$ cat src/hw/rtl/astc_pkg.sv
// Package: shared constants, types and codes of the scope trigger capture block.
package astc_pkg;

    localparam int CAPTURE_DEPTH = 65536;
    localparam int CAP_AW        = $clog2(CAPTURE_DEPTH);
    localparam int MAX_BLOCK     = 1024;
    localparam int TRIG_DEPTH    = 2 * MAX_BLOCK;
    localparam int TRIG_AW       = $clog2(TRIG_DEPTH);
    localparam int BLK_W         = $clog2(MAX_BLOCK) + 1;
    localparam int CNT_W         = CAP_AW + 1;

    localparam logic signed [15:0] S16_MAX = 16'sh7FFF;
    localparam logic signed [15:0] S16_MIN = -16'sh8000;

    typedef enum logic [1:0] {
        FUNC_SAMPLE = 2'd0,
        FUNC_START  = 2'd1,
        FUNC_ABORT  = 2'd2,
        FUNC_READ   = 2'd3
    } func_t;

    typedef enum logic [1:0] {
        MODE_IDLE    = 2'd0,
        MODE_WAIT    = 2'd1,
        MODE_CAPTURE = 2'd2,
        MODE_ABORTED = 2'd3
    } mode_t;

    typedef enum logic [2:0] {
        CFG_LEVEL    = 3'd0,
        CFG_RISING   = 3'd1,
        CFG_ON_START = 3'd2,
        CFG_CONTIG   = 3'd3,
        CFG_CAP_LEN  = 3'd4,
        CFG_BLK_LEN  = 3'd5
    } cfg_idx_t;

    typedef enum logic [3:0] {
        ST_IDLE,
        ST_READ,
        ST_READ_WAIT,
        ST_SAMPLE,
        ST_SHIFT_RD,
        ST_SHIFT_WR,
        ST_SEARCH_RD,
        ST_SEARCH_CHK,
        ST_COPY_RD,
        ST_COPY_WR,
        ST_REPORT
    } bstate_t;

    // One classified command handed from the front part to the back part.
    typedef struct packed {
        func_t                    func;
        logic signed [15:0]       mono;
        logic [15:0]              addr;
    } cmd_t;

    typedef struct packed {
        logic                     kind;
        logic signed [15:0]       block_min;
        logic signed [15:0]       block_max;
        logic signed [15:0]       total_min;
        logic signed [15:0]       total_max;
        logic [1:0]               status;
        logic [16:0]              samples_available;
        logic [9:0]               pretrigger_position;
        logic signed [15:0]       read_data;
    } result_t;

endpackage

$ cat src/hw/rtl/astc_front.sv
// Front part: accept input transactions, average to mono, queue commands.
module astc_front (
    input  logic                 clk,
    input  logic                 rst_n,
    input  logic                 s_tvalid,
    output logic                 s_tready,
    input  logic [47:0]          s_tdata,
    input  logic [1:0]           s_tuser,
    output logic                 q_valid,
    input  logic                 q_pop,
    output astc_pkg::cmd_t       q_cmd
);

    localparam int QD = 4;

    astc_pkg::cmd_t     q_reg [QD];
    logic [1:0]         wr_ptr_reg, rd_ptr_reg;
    logic [2:0]         cnt_reg;
    logic signed [16:0] sum;
    astc_pkg::cmd_t     cmd_in;
    logic               push;

    assign sum = 17'(signed'(s_tdata[15:0])) + 17'(signed'(s_tdata[31:16]));

    always_comb
    begin
        cmd_in.func = astc_pkg::func_t'(s_tuser);
        // Arithmetic shift gives floor of the halved sum.
        cmd_in.mono = 16'(sum >>> 1);
        cmd_in.addr = s_tdata[47:32];
    end

    assign s_tready = (cnt_reg != 3'(QD));
    assign push     = s_tvalid && s_tready;
    assign q_valid  = (cnt_reg != 3'd0);
    assign q_cmd    = q_reg[rd_ptr_reg];

    always_ff @(posedge clk)
    begin
        if (push)
        begin
            q_reg[wr_ptr_reg] <= cmd_in;
        end
    end

    always_ff @(posedge clk or negedge rst_n)
    begin
        if (!rst_n)
        begin
            wr_ptr_reg <= '0;
            rd_ptr_reg <= '0;
            cnt_reg    <= '0;
        end
        else
        begin
            if (push)
            begin
                wr_ptr_reg <= wr_ptr_reg + 2'd1;
            end
            if (q_pop)
            begin
                rd_ptr_reg <= rd_ptr_reg + 2'd1;
            end
            cnt_reg <= cnt_reg + 3'(push) - 3'(q_pop);
        end
    end

`ifndef SYNTHESIS
    a_no_pop_empty: assert property (@(posedge clk) disable iff (!rst_n)
        q_pop |-> q_valid) else $error("pop from empty queue");
    a_cnt_range: assert property (@(posedge clk) disable iff (!rst_n)
        cnt_reg <= 3'(QD)) else $error("queue count overflow");
    a_full_stall: assert property (@(posedge clk) disable iff (!rst_n)
        (cnt_reg == 3'(QD)) |-> !s_tready) else $error("ready while full");
`endif

endmodule

$ cat config.mk
export PLATFORM = sky130hd
export DESIGN_NAME = astc_front
export DESIGN_NICKNAME = d
export VERILOG_FILES = /design/src/hw/rtl/astc_pkg.sv /design/src/hw/rtl/astc_front.sv
export SDC_FILE = /design/constraint.sdc
export NUM_CORES = 1
export LEC_CHECK = 0
export ABC_AREA = 1
export BUFFER_PORTS_ARGS = -buffer_cell sky130_fd_sc_hd__buf_2
export CAP_MARGIN = 30
export CELL_PAD_IN_SITES_DETAIL_PLACEMENT = 1
export CELL_PAD_IN_SITES_GLOBAL_PLACEMENT = 2
export CORE_MARGIN = 2
export CORE_UTILIZATION = 38
export DETAILED_ROUTE_END_ITERATION = 7
export GPL_TIMING_DRIVEN = 0
export PLACE_DENSITY = 0.9
export SETUP_SLACK_MARGIN = 0.15
export SLEW_MARGIN = 5
export SYNTH_ARGS = -nofsm -noshare
export SYNTH_HDL_FRONTEND = slang
export SYNTH_SLANG_ARGS = --single-unit
$ cat constraint.sdc
create_clock -name clk -period 3 [get_ports clk]
set_clock_uncertainty 0.15 [all_clocks]
set_input_delay 0 -clock clk [delete_from_list [all_inputs] [get_ports clk]]
set_output_delay 0 -clock clk [all_outputs]
set_load 0.01 [all_outputs]
==> run summary <==
The flow ran to the end, and the final reports show no timing, DRC or antenna violations. By instance count, the leading cell after synthesis is sky130_fd_sc_hd__edfxtp_1. The number of nets produced by synthesis came out at 643. The clock tree synthesis step divided the H-tree into 4 levels.

Of all nets on the critical path, the largest fanout is 10. The synthesized design spends more area on one cell type than any other, namely sky130_fd_sc_hd__edfxtp_1. Measured in cells, the most critical reg-to-reg path has a length of 8. The tools report the number of hold-slack violations in the final timing report as 0. Total power per unit cell area: 978.3 nW/um^2. 0 antenna diodes ended up in the layout. The setup check on the worst reg-to-reg path leaves a slack of 0.85 ns.

Counting instances in the post-synthesis netlist gives the leading cell types as 136 x sky130_fd_sc_hd__edfxtp_1, 91 x sky130_fd_sc_hd__nand2_1, 82 x sky130_fd_sc_hd__nor2_1. The sum of internal, switching and leakage power was 8.024 mW; the synthesis-to-finish area growth was 27.93%. The share of synthesized registers carrying an async set or reset was 4.895%; the area of the mapped netlist was 6411 um^2. The total of cells resized after clock tree synthesis was 0; the highest ir drop seen on vdd was 0.4530 mV. In this run the worst hold path is classified as primary input to flop.

The origin of the critical flop-to-flop path is cnt_reg[1]. STA classifies the critical path startpoint as a flop. Number of flops mapped to enable cells by yosys: 136. Port buffering added 89 buffers. No sink is reached through more buffers than the 2 on the longest clock path.

Based on the critical path, the design can be clocked at up to 0.4407 GHz. The tools report the critical hold path startpoint as s_tdata[2]. The die is 133.9 um wide. At the end of the flow the core is filled with cells to 49.63%. The clock latency on the worst-skew pair was 0.42 ns; the proportion of netlist area held by the largest area contributor was 63.70%. Of the available clock period, the critical path in the final layout requires 75.63%.

The count of nets left with antenna violations once routing finished came out at 0. The fraction of final layout cells with drive strength greater than 1 is 22.28%, and the average wire per cell in the routed design is 18.19 um. During synthesis, Yosys emitted a total of 0 warnings. The routed design has 17070 um of wire. The pre-antenna-repair detailed-routing pass consisted of 4 iterations. Once detailed placement completed, the half-perimeter wirelength came to 11290 um. Detailed routing inserted a total of 4745 vias. The most used flip-flop cell after synthesis was sky130_fd_sc_hd__edfxtp_1.

Required time of the worst setup path: 2.85 ns. On the final layout, the worst hold slack is 0.01520 ns. The worst hold path was traced through 3 stages. The number of flip-flops in the largest register works out to 136.

Setup violations remaining at the end of the flow were counted as 0. For the net count reported at finish, the log shows 782. The number of fill cells in the layout was 1798; the number of max-slew violations in the final report was 0. Excluding fillers, the count of instances in the completed layout stands at 938.

In this run, the number of DRC markers left after iteration 0 of detailed routing was 244. Starting density of the core: 38.80%. The worst setup path is of the flop to primary output kind. The relative max-transition margin was 53.67%. Buffers inserted during clock tree synthesis total 17. The cell sitting at the root of the clock tree is a sky130_fd_sc_hd__clkbuf_16. For this run the aggregate overflow at the end of global routing stands at 0. The initial antenna violation count came out at 0. The worst path needs 2.269 ns of the cycle, external delays included. Flip-flop and latch count after synthesis: 143.

The total global-route track usage was 19.94%. Setup repair after global routing left no endpoint under its margin. A synthesized cell averages 11.33 um^2. The largest net degree at the start of global routing is 27. In this run, placement finished with an instance count of 879.

The via count of the first global-routing pass came out at 5190. The area of the core is 16520 um^2. The data arrival at the endpoint of the critical path was 2.12 ns; the fraction of the yosys area taken by sequential cells was 66.43%. Y dimension of the die: 133.9 um. For the leakage component of the power, the log shows 3.336 nW. Endpoint of the most critical register-to-register path: cnt_reg[2]. The cell count after synthesis came out at 566. Hold repair after CTS inserted 27 buffers.

The tool flagged a number of max-cap violations equal to 0. The number of standard-cell rows in the floorplan was 47. The die covers 17930 um^2. The endpoint class of the critical path was a primary output. The register clock-pin slew on the reported worst setup and hold paths works out to 0.06 ns.

The synthesized netlist contains 24 unique library cells. Routability-driven placement finished with a final weighted congestion of 0.7529. The average vias per placed instance is 5.059.

Once the clock tree was built, the setup fixing pass inserted 0 buffers. The run gives 143 as the CTS sink count. For this design the top-level I/O count stands at 90. For hold timing, the worst endpoint is q_reg[3][17]. TritonCTS built the clock tree.

The global-route wire length before repair is 27030 um, and the slew at the pin closest to its max-slew limit is 0.6933 ns. The number of design rule violations left after detail routing is 0. Yosys attributes the largest share of cell area to sky130_fd_sc_hd__edfxtp_1 64%, sky130_fd_sc_hd__nand2_1 5.3%, sky130_fd_sc_hd__o21ai_0 5.3%.
## power breakdown
| group | switching (mW) | leakage, nW | internal [mW] |
|---|---|---|---|
| Combinational | 1.86 | 1.69 | 0.948 |
| Sequential | 0.145 | 1.33 | 2.70 |
| Clock | 0.815 | 0.313 | 1.55 |
| Total | 2.82 | 3.34 | 5.20 |
## layer usage
metal	routed length [um]	share of wire (%)	GRT usage, %	vias to the layer above
met5	0	0	0	-
met4	284	1.7	6.856	0
met3	715	4.2	4.497	25
met2	9289	54	36.89	120
met1	6776	40	22.59	2362
li1	-	-	-	2238
## placed cells by master (no fill, tap or decap), drive strengths merged, types with 7 or more instances in the layout
| master | synthesis | final |
|---|---|---|
| nand3 | 9 | 9 |
| dlygate4sd3 | 0 | 27 |
| o21ai | 68 | 68 |
| nand2 | 101 | 101 |
| ha | 21 | 21 |
| edfxtp | 136 | 136 |
| xor2 | 10 | 10 |
| buf | 13 | 106 |
| clkbuf | 8 | 25 |
| a21oi | 10 | 10 |
| nor2 | 82 | 82 |
| o22ai | 34 | 34 |
| inv | 57 | 58 |
| dfrtp | 7 | 7 |
## kinds of logic (layout without fill, tap and decap cells)
kind of cell,count (synthesis),count (layout),synth area share [%]
compound gates,112,112,9.407
xor+xnor,12,12,1.639
fa+ha+maj,23,23,4.723
buf+inv,78,230,5.230
flops,143,143,66.43
simple gates,198,198,12.57
## critical path, stage by stage (launching register included)
cell and delay [ns]:
sky130_fd_sc_hd__dfrtp_1 0.50, sky130_fd_sc_hd__inv_1 0.33, sky130_fd_sc_hd__clkbuf_2 0.31, sky130_fd_sc_hd__o21ai_0 0.12
sky130_fd_sc_hd__o22ai_1 0.25, sky130_fd_sc_hd__buf_2 0.19
## worst max-delay path by stage
stage | from | end | slack (ns) | depth (start not counted)
after floorplan | cnt_reg[2] | q_reg[0][0] | 0.32 | 3
after global placement | cnt_reg[1] | q_reg[3][14] | -0.80 | 4
after detailed placement | cnt_reg[0] | cnt_reg[2] | 0.88 | 8
after CTS | rd_ptr_reg[1] | q_cmd[23] | 0.70 | 5
after global routing | rd_ptr_reg[1] | q_cmd[15] | 0.63 | 5
final | rd_ptr_reg[1] | q_cmd[13] | 0.73 | 5
## area by class of cell
class	count	area [um^2]	area share [%]
tap	220	275.3	3.356
inverter	57	216.5	2.639
clock inverter	15	241.5	2.944
sequential	143	4259	51.93
multi-input combinational	345	1847	22.52
clock buffer	17	425.4	5.187
buffer	21	118.9	1.449
timing repair buffer	120	818.3	9.977
## stage by stage
stage / TNS [ns] / area [um^2] / setup slack (ns)
5_1_grt: 0 / 8202 / 0.6283
3_5_place_dp: 0 / 7264 / 0.8801
6_report: 0 / 8202 / 0.7311
4_1_cts: 0 / 8202 / 0.7015
3_3_place_gp: -102.78 / 7132 / -0.7987
2_1_floorplan: 0 / 6411 / 0.3168
(Power assumes the default switching activity.)
